==> src/rtl/pfds_pkg.sv <==
package pfds_pkg;

    // Fixed-point constants, all Q16.16
    localparam logic [17:0] Q_PI          = 18'd205887;
    localparam logic [16:0] Q_FOUR_THIRDS = 17'd87381;
    localparam logic [15:0] Q_CUT         = 16'd52429;

    // Register indexes of the configuration port
    localparam logic [2:0] REG_BODY_X = 3'd0;
    localparam logic [2:0] REG_BODY_Y = 3'd1;
    localparam logic [2:0] REG_BODY_Z = 3'd2;
    localparam logic [2:0] REG_DENS   = 3'd3;
    localparam logic [2:0] REG_LIN    = 3'd4;
    localparam logic [2:0] REG_QUAD   = 3'd5;

    // Register reset values
    localparam logic signed [31:0] RST_BODY_Z = -32'sd642908;
    localparam logic [30:0]        RST_DENS   = 31'd80478;

    // Latency of the root and quotient pipelines
    localparam int SQ_LAT = 32;
    localparam int DV_LAT = 16;

    typedef struct packed {
        logic               alive;
        logic [30:0]        radius;
        logic [30:0]        mass;
        logic [30:0]        inverse_mass;
        logic signed [31:0] vel_x;
        logic signed [31:0] vel_y;
        logic signed [31:0] vel_z;
        logic signed [31:0] wind_x;
        logic signed [31:0] wind_y;
        logic signed [31:0] wind_z;
        logic [15:0]        time_step;
    } t_in_item;

    typedef struct packed {
        logic signed [31:0] new_vel_x;
        logic signed [31:0] new_vel_y;
        logic signed [31:0] new_vel_z;
        logic               drag_step_limited;
    } t_out_item;

    typedef logic signed [31:0] t_vec3 [3];

    // Round an unsigned Q32.32 product to Q16.16, saturate to 31 bits
    function automatic logic [30:0] rnd_u31(input logic [63:0] x);
        logic [63:0] t;
        t = (x + 64'd32768) >> 16;
        return (t > 64'h7FFF_FFFF) ? 31'h7FFF_FFFF : t[30:0];
    endfunction

    // Round a signed Q32.32 product to Q16.16, ties toward plus infinity
    function automatic logic signed [63:0] rnd_s(input logic signed [63:0] x);
        return (x + 64'sd32768) >>> 16;
    endfunction

    // Saturate to the signed 32-bit range
    function automatic logic signed [31:0] sat_s32(input logic signed [63:0] x);
        if (x > 64'sh0000_0000_7FFF_FFFF) begin
            return 32'sh7FFF_FFFF;
        end else if (x < -64'sh0000_0000_8000_0000) begin
            return 32'sh8000_0000;
        end
        return x[31:0];
    endfunction

    // Magnitude of a signed 32-bit value
    function automatic logic [31:0] abs32(input logic signed [31:0] x);
        return x[31] ? (~x + 32'd1) : x;
    endfunction

endpackage

==> src/rtl/pfds_div.sv <==
module pfds_div (
    input  logic        i_clk,
    input  logic [47:0] i_num,
    input  logic [31:0] i_den,
    output logic [15:0] o_quo
);
    import pfds_pkg::*;

    logic [47:0] r_rem [DV_LAT];
    logic [31:0] r_den [DV_LAT];
    logic [15:0] r_quo [DV_LAT];

    // Restoring division, one quotient bit per stage
    for (genvar k = 0; k < DV_LAT; k++) begin : g_stage
        localparam int B = DV_LAT - 1 - k;
        logic [47:0] rem_in;
        logic [31:0] den_in;
        logic [15:0] quo_in;
        logic [47:0] sub;

        if (k == 0) begin : g_first
            assign rem_in = i_num;
            assign den_in = i_den;
            assign quo_in = '0;
        end else begin : g_next
            assign rem_in = r_rem[k-1];
            assign den_in = r_den[k-1];
            assign quo_in = r_quo[k-1];
        end

        assign sub = 48'(den_in) << B;

        always_ff @(posedge i_clk) begin
            r_den[k] <= den_in;
            if (rem_in >= sub) begin
                r_rem[k] <= rem_in - sub;
                r_quo[k] <= quo_in | (16'd1 << B);
            end else begin
                r_rem[k] <= rem_in;
                r_quo[k] <= quo_in;
            end
        end
    end

    assign o_quo = r_quo[DV_LAT-1];

endmodule

==> config.mk <==
export PLATFORM = sky130hd
export DESIGN_NAME = pfds_div
export DESIGN_NICKNAME = d
export VERILOG_FILES = /design/src/rtl/pfds_pkg.sv /design/src/rtl/pfds_div.sv
export SDC_FILE = /design/constraint.sdc
export NUM_CORES = 2
export LEC_CHECK = 0
export BUFFER_PORTS_ARGS = -buffer_cell sky130_fd_sc_hd__buf_2
export CAP_MARGIN = 0
export CORE_MARGIN = 1.5
export CORE_UTILIZATION = 50
export CTS_BUF_LIST = sky130_fd_sc_hd__clkbuf_4 sky130_fd_sc_hd__clkbuf_8
export CTS_CLUSTER_DIAMETER = 80
export DETAILED_ROUTE_END_ITERATION = 8
export PLACE_DENSITY = 0.66
export RECOVER_POWER = 100
export SKIP_CTS_REPAIR_TIMING = 1
export SYNTH_ARGS = -nofsm -noshare
export SYNTH_HDL_FRONTEND = slang
export SYNTH_SLANG_ARGS = --single-unit
==> constraint.sdc <==
create_clock -name i_clk -period 4 [get_ports i_clk]
set_input_delay 0.6 -clock i_clk [delete_from_list [all_inputs] [get_ports i_clk]]
set_output_delay 0.6 -clock i_clk [all_outputs]
set_load 0.1 [all_outputs]
* Word level (Yosys, flattened, before mapping)
Memory sizes are Yosys's and may differ from the RTL's.
Cells that the tools add are included.
** Cells by class
- Add/sub/neg operators :: 16
- $mul :: 0
- Divide/modulo/power cells :: 0
- Magnitude comparators :: 16
- Eq/ne operators :: 0
- Shifts and indexed selects :: 0
- Mux-type cells :: 80
- Bitwise operators :: 32
- Reductions and logical operators :: 0
** Operators by type and width (count)
- 2-to-1 mux 48 bit :: 16
- 2-to-1 mux 16 bit :: 16
- greater-or-equal comparator 48 x 32 -> 1 bit :: 1
- greater-or-equal comparator 48 x 33 -> 1 bit :: 1
- greater-or-equal comparator 48 x 34 -> 1 bit :: 1
- greater-or-equal comparator 48 x 35 -> 1 bit :: 1
- greater-or-equal comparator 48 x 36 -> 1 bit :: 1
- greater-or-equal comparator 48 x 37 -> 1 bit :: 1
- greater-or-equal comparator 48 x 38 -> 1 bit :: 1
- greater-or-equal comparator 48 x 39 -> 1 bit :: 1
- greater-or-equal comparator 48 x 40 -> 1 bit :: 1
- greater-or-equal comparator 48 x 41 -> 1 bit :: 1
- greater-or-equal comparator 48 x 42 -> 1 bit :: 1
- greater-or-equal comparator 48 x 43 -> 1 bit :: 1
- greater-or-equal comparator 48 x 44 -> 1 bit :: 1
- greater-or-equal comparator 48 x 45 -> 1 bit :: 1
- greater-or-equal comparator 48 x 46 -> 1 bit :: 1
- greater-or-equal comparator 48 x 47 -> 1 bit :: 1
- 2-to-1 mux 1 bit :: 48
- subtractor 48 x 32 -> 48 bit :: 1
- subtractor 48 x 33 -> 48 bit :: 1
- subtractor 48 x 34 -> 48 bit :: 1
- subtractor 48 x 35 -> 48 bit :: 1
- subtractor 48 x 36 -> 48 bit :: 1
- other kinds (12) :: 43
** Storage, ports and cells
- Register bits :: 0
- Bits in latches :: 0
- Bits in writable memories :: 1536
- Memory bits (read-only) :: 0
- Input bits :: 81
- Output and inout port bits :: 16
- Word-level logic and storage cells :: 147
- Memories kept :: 3
** Memories
- r_rem :: words 16, bits a word 48, rd ports 15, clocked after Yosys merged registers in 0, wr ports 16, RTL line pfds_div.sv:9 : logic [47:0] r_rem [DV_LAT];
- r_den :: words 16, bits a word 32, rd ports 15, clocked after Yosys merged registers in 0, wr ports 16, RTL line pfds_div.sv:10 : logic [31:0] r_den [DV_LAT];
- r_quo :: words 16, bits a word 16, rd ports 16, clocked after Yosys merged registers in 0, wr ports 16, RTL line pfds_div.sv:11 : logic [15:0] r_quo [DV_LAT];

* Longest topological paths before layout
An unclocked memory read counts as a cell.
- Depth in word-level cells :: 5
- Depth in mapped cells :: 16
- Mapped depth without buffers :: 15

* Worst setup path after synthesis
Ideal clock, no wire load.
- Path type :: reg-to-reg
- Start :: memory r_rem[10][4] (netlist: r_rem[1][100])
- End :: memory r_rem[11][42] (netlist: r_rem[1][186])
- Setup time :: 0.118 ns
- Arrival time :: 3.276 ns
- Data required time :: 3.882 ns
- Path slack :: 0.606 ns
- Stages on the path, launching flop included :: 14
- Buffers on the path :: 0
- Period minus slack after synthesis :: 3.394 ns
- Cell sequence :: dfxtp_1 inv_1 ha_1 fa_1 nand2b_1 a211oi_1 o221a_2 a21boi_1 o21a_1 a2111oi_0 nor3_1 or3_1 or4_1 xnor2_1
** RTL lines (RTL line)
- start, declared :: pfds_div.sv:9

==> results.cfg <==
[critical_path]
cp-end-kind = flop
crit_required_ps = 4790
worstPathArrival_ps = 4650
worstPathMaxFanout = 50
critPathLaunchType = flop
crit_type = flop to flop

[grt]
overflow = 0
grt_pass1_vias = 48900
grt_antenna_before_repair = 2
grt_first_pass_wirelength_mm = 232
grt_usage = 0.223
grt_max_degree = 59

[finish]
final_area_mm2 = 0.0710
layout.cells.non_filler = 9083
nets = 7870
n_fill_cell = 11000
drive_gt1_frac = 0.0952
fin_util = 0.573
syn_to_final_growth_pct = 13.6

[logic_synthesis]
synthesis.nets = 7547
syn_area_per_cell_um2 = 9.01
synthXorXnorAreaFrac = 0.0751
synth_cell_types = 95
synth_fa_ha_area_frac = 0.107
synth_compound_area_frac = 0.186
synthCells = 6939
synth-seq-cells = 1336
ys_warn_count = 0
synth_top_family_by_area = compound AO/OA/AOI/OAI gates
ys_seq_area_frac = 0.428
yosys.area_share.simple = 0.131
synth_edf_count = 0
synth_mux_area_frac = 0.0223
ys.flop_type = dfxtp_1
synth_area_mm2 = 0.0625
async_flop_share = 0

[floorplanning]
ios = 97
die-area_mm2 = 0.127
core-area_mm2 = 0.124
die_w_um = 357
start_util = 0.505
die_height_um = 357
core.rowCount = 129

[cts]
cts_tree = yes
clk_latency_ps = 950
h-tree-depth = 4
numCtsBuffers = 219
clockBufferDepth = 3
clk_pin_slew_ps = 60
cts_root_buf = clkbuf_8
cts.sinks = 1336

[routing]
drc = 2
wl_per_cell_um = 16.0
drt_iter0_markers = 2659
ant_nets = 0
vias = 48600
routed_wl_mm = 145
vias_per_cell = 5.36
drtPass1Iterations = 8

[power]
switching_share = 0.384
pwr-share-clk = 0.214
p_int_mw = 37.1
switching_power_mw = 23.2
p_seq_frac = 0.324
power_frac_comb = 0.462
ir_drop_mv = 0.386
total_power_mw = 60.3
p_leak_nw = 32.4
p_per_area_mw_per_mm2 = 849

[placed_design]
dp_cells = 8598
io_buffers = 96
dpl_cell_area_mm2 = 0.0654
hpwl_mm = 113
gp_congestion = 0.926
dp_slack_ps = 156

[timing]
rsz0062_at_grt = no
hold_violations = 0
fin_crit_sh = 0.964
whs_ps = 299
tightest_slew_ps = 1170
setup_viol = 0
fin_ws_ps = 144
relSlewSlack = 0.226
finClkSkew_ps = 48.5
fmaxAchievable_mhz = 259
finalCriticalPeriod_ps = 3860
drv_slew = 0
fin_setup_tns_ps = 0

[flow_run]
max_cap_violations = 0

[hold_path]
holdCritPathClass = flop to flop

[run_status]
violations = DRC
status = finished, violations left
-- layer usage --
| layer | track usage | part of all wire |
|---|---|---|
| met2 | 0.434 | 0.53 |
| met3 | 0.0355 | 0.034 |
| met5 | 0 | 0 |
| met1 | 0.217 | 0.38 |
| met4 | 0.142 | 0.059 |
-- area by class of cell --
type	count	area (um2)	area share
sequential	1336	26700	0.377
clock buffer	359	4550	0.0641
multi-input combinational	4761	32700	0.461
clock inverter	44	477	0.00672
antenna	2	5.00	0.0000705
tap	1637	2050	0.0289
inverter	657	2470	0.0347
timing repair buffer	287	2010	0.0283
-- critical path, stage by stage (launching register included) --
cell,delay (ps)
dfxtp_1,350
inv_1,50
ha_1,380
nand4_1,210
nor3_1,410
o21ai_0,190
o21ai_0,170
clkbuf_1,340
a21oi_1,120
nor2b_1,170
o311ai_0,160
clkbuf_1,200
nand2_1,290
buf_12,270
mux2_2,370
-- logic make-up (layout without fill, tap and decap cells) --
family / count (synthesis) / in the layout
XOR/XNOR: 536 / 536
AO/OA/AOI/OAI: 1886 / 1886
AND/OR/NAND/NOR: 1688 / 1688
other: 0 / 2
flip-flops: 1336 / 1336
adder cells (fa/ha/maj): 527 / 527
multiplexers: 124 / 124
buffers and inverters: 842 / 1347
-- final timing paths --
path,startpoint,end,slack [ps],depth (start not counted)
worst max-delay path,r_den[0][110],r_rem[0][219],140,14
worst min-delay path,r_quo[3][46],r_quo[3][62],300,0
worst max register to register,r_den[0][110],r_rem[0][219],140,14
worst min register to register,r_quo[3][46],r_quo[3][62],300,0
-- placed cells by master, fill, tap and decap left out, types with 105 or more instances in the layout --
master and n:
nand3_1 105, nor2_1 478, nand2_1 462, dfxtp_1 1336
ha_1 512, a21oi_1 686, inv_1 657, mux2_2 118
xnor2_1 293, clkbuf_8 296, a21o_1 277, o21ai_0 416
nor3_1 113, xor2_1 243
-- registers in the layout, indices dropped and copies added, names as in the netlist --
signal	count
r_rem	720
r_den	480
r_quo	136
-- power by group through the flow --
stage / sequential, mW / combinational (mW) / clock (mW)
floorplan: 19.1 / 21.3 / 0
global placement: 19.8 / 27.2 / 0
detailed placement: 19.8 / 27.5 / 0
CTS: 19.5 / 27.7 / 13.3
global route: 19.9 / 30.9 / 14.0
finish: 19.5 / 27.8 / 12.9
-- cell usage after synthesis (all sizes together) (51+ instances only) --
cell / n / area [um2]
a21o: 278 / 2090
nand4: 91 / 569
nor4: 70 / 450
nand2b: 67 / 419
inv: 657 / 2470
dfxtp: 1336 / 26700
nor2: 478 / 1790
o21a: 51 / 383
o21ai: 434 / 2180
xor2: 243 / 2130
o21bai: 72 / 541
ha: 512 / 6410
nand2: 463 / 1740
clkbuf: 160 / 601
nor2b: 60 / 375
xnor2: 293 / 2570
a211oi: 55 / 413
a21oi: 689 / 3450
mux2: 120 / 1350
nand3: 105 / 526
nor3: 115 / 576
No activity file was read; power rests on OpenSTA's default activity.
