<file path="src/rtl/pfds_pkg.sv">
package pfds_pkg;

    // Fixed-point constants, all Q16.16
    localparam logic [17:0] Q_PI          = 18'd205887;
    localparam logic [16:0] Q_FOUR_THIRDS = 17'd87381;
    localparam logic [15:0] Q_CUT         = 16'd52429;

    // Register indexes of the configuration port
    localparam logic [2:0] REG_BODY_X = 3'd0;
    localparam logic [2:0] REG_BODY_Y = 3'd1;
    localparam logic [2:0] REG_BODY_Z = 3'd2;
    localparam logic [2:0] REG_DENS   = 3'd3;
    localparam logic [2:0] REG_LIN    = 3'd4;
    localparam logic [2:0] REG_QUAD   = 3'd5;

    // Register reset values
    localparam logic signed [31:0] RST_BODY_Z = -32'sd642908;
    localparam logic [30:0]        RST_DENS   = 31'd80478;

    // Latency of the root and quotient pipelines
    localparam int SQ_LAT = 32;
    localparam int DV_LAT = 16;

    typedef struct packed {
        logic               alive;
        logic [30:0]        radius;
        logic [30:0]        mass;
        logic [30:0]        inverse_mass;
        logic signed [31:0] vel_x;
        logic signed [31:0] vel_y;
        logic signed [31:0] vel_z;
        logic signed [31:0] wind_x;
        logic signed [31:0] wind_y;
        logic signed [31:0] wind_z;
        logic [15:0]        time_step;
    } t_in_item;

    typedef struct packed {
        logic signed [31:0] new_vel_x;
        logic signed [31:0] new_vel_y;
        logic signed [31:0] new_vel_z;
        logic               drag_step_limited;
    } t_out_item;

    typedef logic signed [31:0] t_vec3 [3];

    // Round an unsigned Q32.32 product to Q16.16, saturate to 31 bits
    function automatic logic [30:0] rnd_u31(input logic [63:0] x);
        logic [63:0] t;
        t = (x + 64'd32768) >> 16;
        return (t > 64'h7FFF_FFFF) ? 31'h7FFF_FFFF : t[30:0];
    endfunction

    // Round a signed Q32.32 product to Q16.16, ties toward plus infinity
    function automatic logic signed [63:0] rnd_s(input logic signed [63:0] x);
        return (x + 64'sd32768) >>> 16;
    endfunction

    // Saturate to the signed 32-bit range
    function automatic logic signed [31:0] sat_s32(input logic signed [63:0] x);
        if (x > 64'sh0000_0000_7FFF_FFFF) begin
            return 32'sh7FFF_FFFF;
        end else if (x < -64'sh0000_0000_8000_0000) begin
            return 32'sh8000_0000;
        end
        return x[31:0];
    endfunction

    // Magnitude of a signed 32-bit value
    function automatic logic [31:0] abs32(input logic signed [31:0] x);
        return x[31] ? (~x + 32'd1) : x;
    endfunction

endpackage

</file>
<file path="src/rtl/pfds_sqrt.sv">
module pfds_sqrt (
    input  logic        i_clk,
    input  logic [63:0] i_rad,
    output logic [31:0] o_root
);
    import pfds_pkg::*;

    logic [63:0] r_rem  [SQ_LAT];
    logic [31:0] r_root [SQ_LAT];

    // One root bit per stage, most significant first
    for (genvar k = 0; k < SQ_LAT; k++) begin : g_stage
        localparam int B = SQ_LAT - 1 - k;
        logic [63:0] rem_in;
        logic [31:0] root_in;
        logic [63:0] cand;

        if (k == 0) begin : g_first
            assign rem_in  = i_rad;
            assign root_in = '0;
        end else begin : g_next
            assign rem_in  = r_rem[k-1];
            assign root_in = r_root[k-1];
        end

        assign cand = (64'(root_in) << (B + 1)) | (64'd1 << (2 * B));

        always_ff @(posedge i_clk) begin
            if (rem_in >= cand) begin
                r_rem[k]  <= rem_in - cand;
                r_root[k] <= root_in | (32'd1 << B);
            end else begin
                r_rem[k]  <= rem_in;
                r_root[k] <= root_in;
            end
        end
    end

    assign o_root = r_root[SQ_LAT-1];

endmodule

</file>
<file path="config.mk">
export PLATFORM = sky130hd
export DESIGN_NAME = pfds_sqrt
export DESIGN_NICKNAME = d
export VERILOG_FILES = /design/src/rtl/pfds_pkg.sv /design/src/rtl/pfds_sqrt.sv
export SDC_FILE = /design/constraint.sdc
export NUM_CORES = 2
export LEC_CHECK = 0
export ABC_CLOCK_PERIOD_IN_PS = 3150
export BUFFER_PORTS_ARGS = -buffer_cell sky130_fd_sc_hd__buf_2
export CORE_MARGIN = 2
export CORE_UTILIZATION = 57
export DETAILED_ROUTE_END_ITERATION = 8
export GPL_TIMING_DRIVEN = 0
export HOLD_SLACK_MARGIN = 0.08
export MAX_ROUTING_LAYER = met4
export PLACE_DENSITY = 0.74
export SLEW_MARGIN = 5
export SYNTH_ARGS = -nofsm -noshare
export SYNTH_HDL_FRONTEND = slang
export SYNTH_SLANG_ARGS = --single-unit
</file>
<file path="constraint.sdc">
create_clock -name i_clk -period 3.15 [get_ports i_clk]
set_input_delay 0.4725 -clock i_clk [delete_from_list [all_inputs] [get_ports i_clk]]
set_output_delay 0.4725 -clock i_clk [all_outputs]
set_load 0.02 [all_outputs]
</file>
* Yosys cells after proc, flatten, opt, wreduce, memory -nomap -nowiden
Memory sizes are Yosys's and may differ from the RTL's.
Index checks and enable logic that the tools add are counted.
** Storage, ports and cells
- Bits in registers :: 0
- RAM bits :: 3072
- Bits of input ports :: 65
- Output and inout port bits :: 32
- Logic and storage cells :: 290
- Memories :: 2
** Cells by class
- $add $sub $neg :: 32
- Magnitude comparators :: 32
- Multiplexer cells :: 160
- Bitwise operators :: 64
** Memories
- r_rem :: depth 32, width 64, read ports 31, clocked after Yosys merged registers in 0, wr ports 32, RTL line pfds_sqrt.sv:8 : logic [63:0] r_rem [SQ_LAT];
- r_root :: depth 32, width 32, read ports 32, clocked after Yosys merged registers in 0, wr ports 32, RTL line pfds_sqrt.sv:9 : logic [31:0] r_root [SQ_LAT];
** Operators by type and width (number)
- $mux 64 :: 32
- $mux 32 :: 32
- $mux 1 :: 96
- $ge 64x33->1 :: 1
- $ge 64x34->1 :: 1
- $ge 64x35->1 :: 1
- $ge 64x36->1 :: 1
- $ge 64x37->1 :: 1
- $ge 64x38->1 :: 1
- $ge 64x39->1 :: 1
- $ge 64x40->1 :: 1
- $ge 64x41->1 :: 1
- $ge 64x42->1 :: 1
- $ge 64x43->1 :: 1
- $ge 64x44->1 :: 1
- $ge 64x45->1 :: 1
- $ge 64x46->1 :: 1
- $ge 64x47->1 :: 1
- $ge 64x48->1 :: 1
- $ge 64x49->1 :: 1
- $ge 64x50->1 :: 1
- $ge 64x51->1 :: 1
- $ge 64x52->1 :: 1
- $ge 64x53->1 :: 1
- other kinds (44) :: 107

* Longest topological paths before layout
An unclocked memory read counts as a cell.
- Depth after elaboration :: 5
- Gate-level depth with buffers :: 15
- Gate-level depth less buffers :: 12

* Worst setup path before layout
OpenSTA, ideal clock, no wires.
- Path kind :: register to register
- From :: memory r_root[25][27]
- To :: memory r_rem[26][59] (netlist: r_rem[3][187])
- Setup time :: 0.118 ns
- Data arrival time :: 3.269 ns
- Required time :: 3.032 ns
- Setup slack :: -0.237 ns
- Stages on the path, launching flop included :: 14
- Buffers on the path :: 2
- Period minus slack after synthesis :: 3.387 ns
- Path through :: dfxtp_1 -> inv_1 -> ha_1 -> buf_2 -> and3_1 -> nand3_1 -> or4b_2 -> nor4_1 -> or3_1 -> and3b_1 -> clkbuf_1 -> a311oi_1 -> nand4_1 -> xnor2_1
** RTL lines (RTL line)
- start, declared :: pfds_sqrt.sv:9
- end, declared :: pfds_sqrt.sv:8

==> flow_metrics.py <==
metrics = {
    "status": {
        "status": "finished with violations",
        "violations": "setup timing",
    },
    "synthesis": {
        "synthCells": 9673,
        "netlist_area_sq_um": 95950,
        "synth_flop_cell": "dfxtp_1",
        "synth_seq_cells": 2512,
        "synth_nets": 10300,
        "synth-edff-count": 0,
        "ys.warnings.count": 0,
        "synth-seq-area-share_pct": 52.41,
        "async_flop_share_pct": 0,
        "avgSynthCellArea_sq_um": 9.919,
        "synth_cell_types": 91,
    },
    "sta": {
        "fin_setup_tns_ps": -45620,
        "clock_skew_ps": 112.8,
        "setup_violations": 252,
        "fmaxAchievable_ghz": 0.2823,
        "relSlewSlack_pct": 25.08,
        "min_period_ps": 3542,
        "setup_slack_ps": -392.1,
        "report.final.slew_viol_count": 0,
        "rsz0062_at_grt": "yes",
        "hold_slack_ps": 215.7,
        "max_slew.worst_pin.slew_ps": 1113,
        "hold_violations": 0,
        "fin_crit_sh_pct": 112.4,
    },
    "finish": {
        "regArea_sq_um": 50440,
        "finalInstanceArea_sq_um": 119100,
        "fin_cells": 12760,
        "fin_nets": 10960,
        "multiInputGateArea_sq_um": 48560,
        "drive_gt1_share_pct": 19.57,
        "fill_cells": 12020,
        "area_growth_pct": 24.18,
    },
    "cts": {
        "cts_tree": "built",
        "ctsLongestPathBuffers": 3,
        "insertion_delay_ps": 920,
        "cts_made_buffers": 237,
        "cts.htree.levels": 4,
        "clk_pin_slew_ps": 70,
        "cts_num_sinks": 2512,
        "cts_root_buf": "clkbuf_16",
    },
    "grt": {
        "grt_pass1_wl_microns": 418300,
        "grt_usage_pct": 31.68,
        "gr-total-overflow": 0,
        "grt_max_degree": 21,
        "grt_pass1_vias": 72680,
        "antenna_found_initial": 14,
    },
    "floorplanning": {
        "initial_core_util_pct": 57.38,
        "rows": 150,
        "ios": 97,
        "core_area_sq_um": 167200,
        "die_x_microns": 414.3,
        "die_h_microns": 414.3,
        "die-area_sq_um": 171600,
    },
    "worst_setup_path": {
        "cp.arrival_ps": 4320,
        "worstSetupStartpoint": "r_root[25][14]",
        "endpoint_kind": "flop",
        "path_max_fanout": 5,
        "cp-start-kind": "flop",
        "criticalPathCategory": "flop to flop",
        "cp.required_ps": 3930,
        "rr_startpoint": "r_root[25][14]",
    },
    "route": {
        "drc": 0,
        "drtIter0Drc": 6148,
        "via_count": 73720,
        "ant_nets": 0,
        "vias_per_cell": 5.778,
        "wl_microns": 277800,
        "dr.pass1.iters": 6,
        "wire_per_inst_microns": 21.77,
    },
    "placed_design": {
        "place_area_sq_um": 99390,
        "dp.cells": 11970,
        "port_buffers": 96,
        "globalplace.congestion": 0.9448,
        "dp_slack_ps": -2040,
        "dp_hpwl_microns": 197600,
    },
    "min_path": {
        "worstHoldStart": "i_rad[10]",
        "hold_class": "primary input to flop",
    },
    "power": {
        "power_density_nw_per_um2": 900.9,
        "power.leakage_nw": 52.72,
        "vdd_drop_max_mv": 0.7656,
    },
    "job": {
        "drv_cap": 0,
    },
}
## per-stage QoR
stage          total power, mW  utilization, %
2_1_floorplan            62.16               -
3_3_place_gp             69.93           59.41
3_5_place_dp             70.26           59.43
4_1_cts                  104.4           68.66
5_1_grt                  112.4           71.25
6_report                 107.3           71.25
## where the power goes
group          switching (mW)  internal, mW  total, mW  leakage, nW
clock network            13.1          18.6       31.6         4.28
logic                    15.7          13.5       29.2         27.4
registers                7.43          39.0       46.5         21.0
## critical path, stage by stage, from the launching register on
cell and delay (ps):
dfxtp_2 340, inv_1 70, ha_4 300, nand4_1 200
or4b_4 630, nor4_4 450, or3_4 230, and3b_2 220
buf_8 150, inv_6 60, buf_12 100, nand4b_1 150
a41oi_2 290, xor2_1 200
## registers in the layout, summed over array words and instances (netlist names)
register / flops
r_rem: 1984
r_root: 528
## layer usage
layer | GRT usage, % | vias to the layer above | share of wire (%)
met3 | 5.238 | 468 | 6.4
met4 | 7.096 | 0 | 2.0
met2 | 49.91 | 2241 | 46
met5 | - | - | 0
li1 | - | 35170 | -
met1 | 42.86 | 35840 | 45
## worst paths after layout
| kind | to | slack (ps) | cells past startpoint |
|---|---|---|---|
| setup / recovery | r_rem[3][180] | -390 | 13 |
| hold / removal | r_rem[0][10] | 220 | 2 |
| setup reg to reg | r_rem[3][180] | -390 | 13 |
| hold reg to reg | r_root[27][10] | 280 | 0 |
## cell usage in the layout (no fill, tap or decap), types with 249 or more instances in the layout
cell	count
dfxtp_1	2411
inv_1	680
nor2_1	582
nand2_1	550
a21oi_1	517
xnor2_1	460
ha_1	419
xor2_1	389
o21ai_0	341
clkbuf_16	249
## cell families after synthesis
logic type	after synthesis	share of synthesized area [%]
simple gates	2887	15.67
flops	2512	52.41
compound gates	1821	11.85
buf+inv	924	3.697
xor+xnor	882	8.051
fa+ha+maj	558	7.276
mux	89	1.050
## cell usage after synthesis, types with 12 or more instances
| library cell | instances | area share [%] |
|---|---|---|
| or3_1 | 114 | 0.74 |
| nand2b_1 | 86 | 0.56 |
| inv_1 | 700 | 2.7 |
| buf_2 | 17 | 0.089 |
| nor4b_1 | 61 | 0.56 |
| o31ai_1 | 45 | 0.35 |
| dfxtp_1 | 2512 | 52 |
| a221oi_1 | 18 | 0.16 |
| a211o_1 | 19 | 0.17 |
| mux2_2 | 81 | 0.95 |
| o31a_1 | 15 | 0.14 |
| nand2_1 | 579 | 2.3 |
| a31oi_1 | 45 | 0.29 |
| a31o_2 | 18 | 0.16 |
| nor3b_1 | 31 | 0.24 |
| or4_1 | 71 | 0.56 |
| nor4_1 | 326 | 2.1 |
| and4_1 | 22 | 0.20 |
| o21ai_0 | 410 | 2.1 |
| a21oi_1 | 609 | 3.2 |
| nor2b_1 | 81 | 0.53 |
| o2111ai_1 | 13 | 0.12 |
| o21a_1 | 109 | 0.85 |
| xor2_1 | 392 | 3.6 |
| nand3b_1 | 43 | 0.34 |
| nand3_1 | 188 | 0.98 |
| nor4bb_1 | 12 | 0.13 |
| a211oi_1 | 45 | 0.35 |
| xnor2_1 | 490 | 4.5 |
| nor3_1 | 255 | 1.3 |
| nor2_1 | 675 | 2.6 |
| and2_1 | 40 | 0.26 |
| a2111oi_0 | 22 | 0.20 |
| ha_1 | 558 | 7.3 |
| o21bai_1 | 50 | 0.39 |
| o211ai_1 | 42 | 0.33 |
| nand4_1 | 163 | 1.1 |
| and3_1 | 30 | 0.20 |
| a21boi_0 | 29 | 0.23 |
| clkbuf_1 | 182 | 0.71 |
| a21o_1 | 220 | 1.7 |
| nand4b_1 | 33 | 0.30 |
| or2_2 | 38 | 0.25 |
## cell type report
type	count	share of cell area, %
antenna	4	0.008401
buffer	154	1.274
clock buffer	306	5.539
clock inverter	146	1.911
inverter	706	2.254
multi-input combinational	6240	40.76
sequential	2512	42.34
tap	2204	2.314
timing repair buffer	485	3.603
## what timing repair did
| item | in CTS | in global routing |
|---|---|---|
| setup endpoints to repair | 886 | 832 |
| pin swaps | 205 | 252 |
| hold endpoints to repair | 65 | 0 |
| hold buffers | 65 | 0 |
| cloned | 16 | 7 |
| setup buffers | 169 | 148 |
| gates resized for setup | 1014 | 756 |
Note: power is estimated with default switching activity, not from simulation.
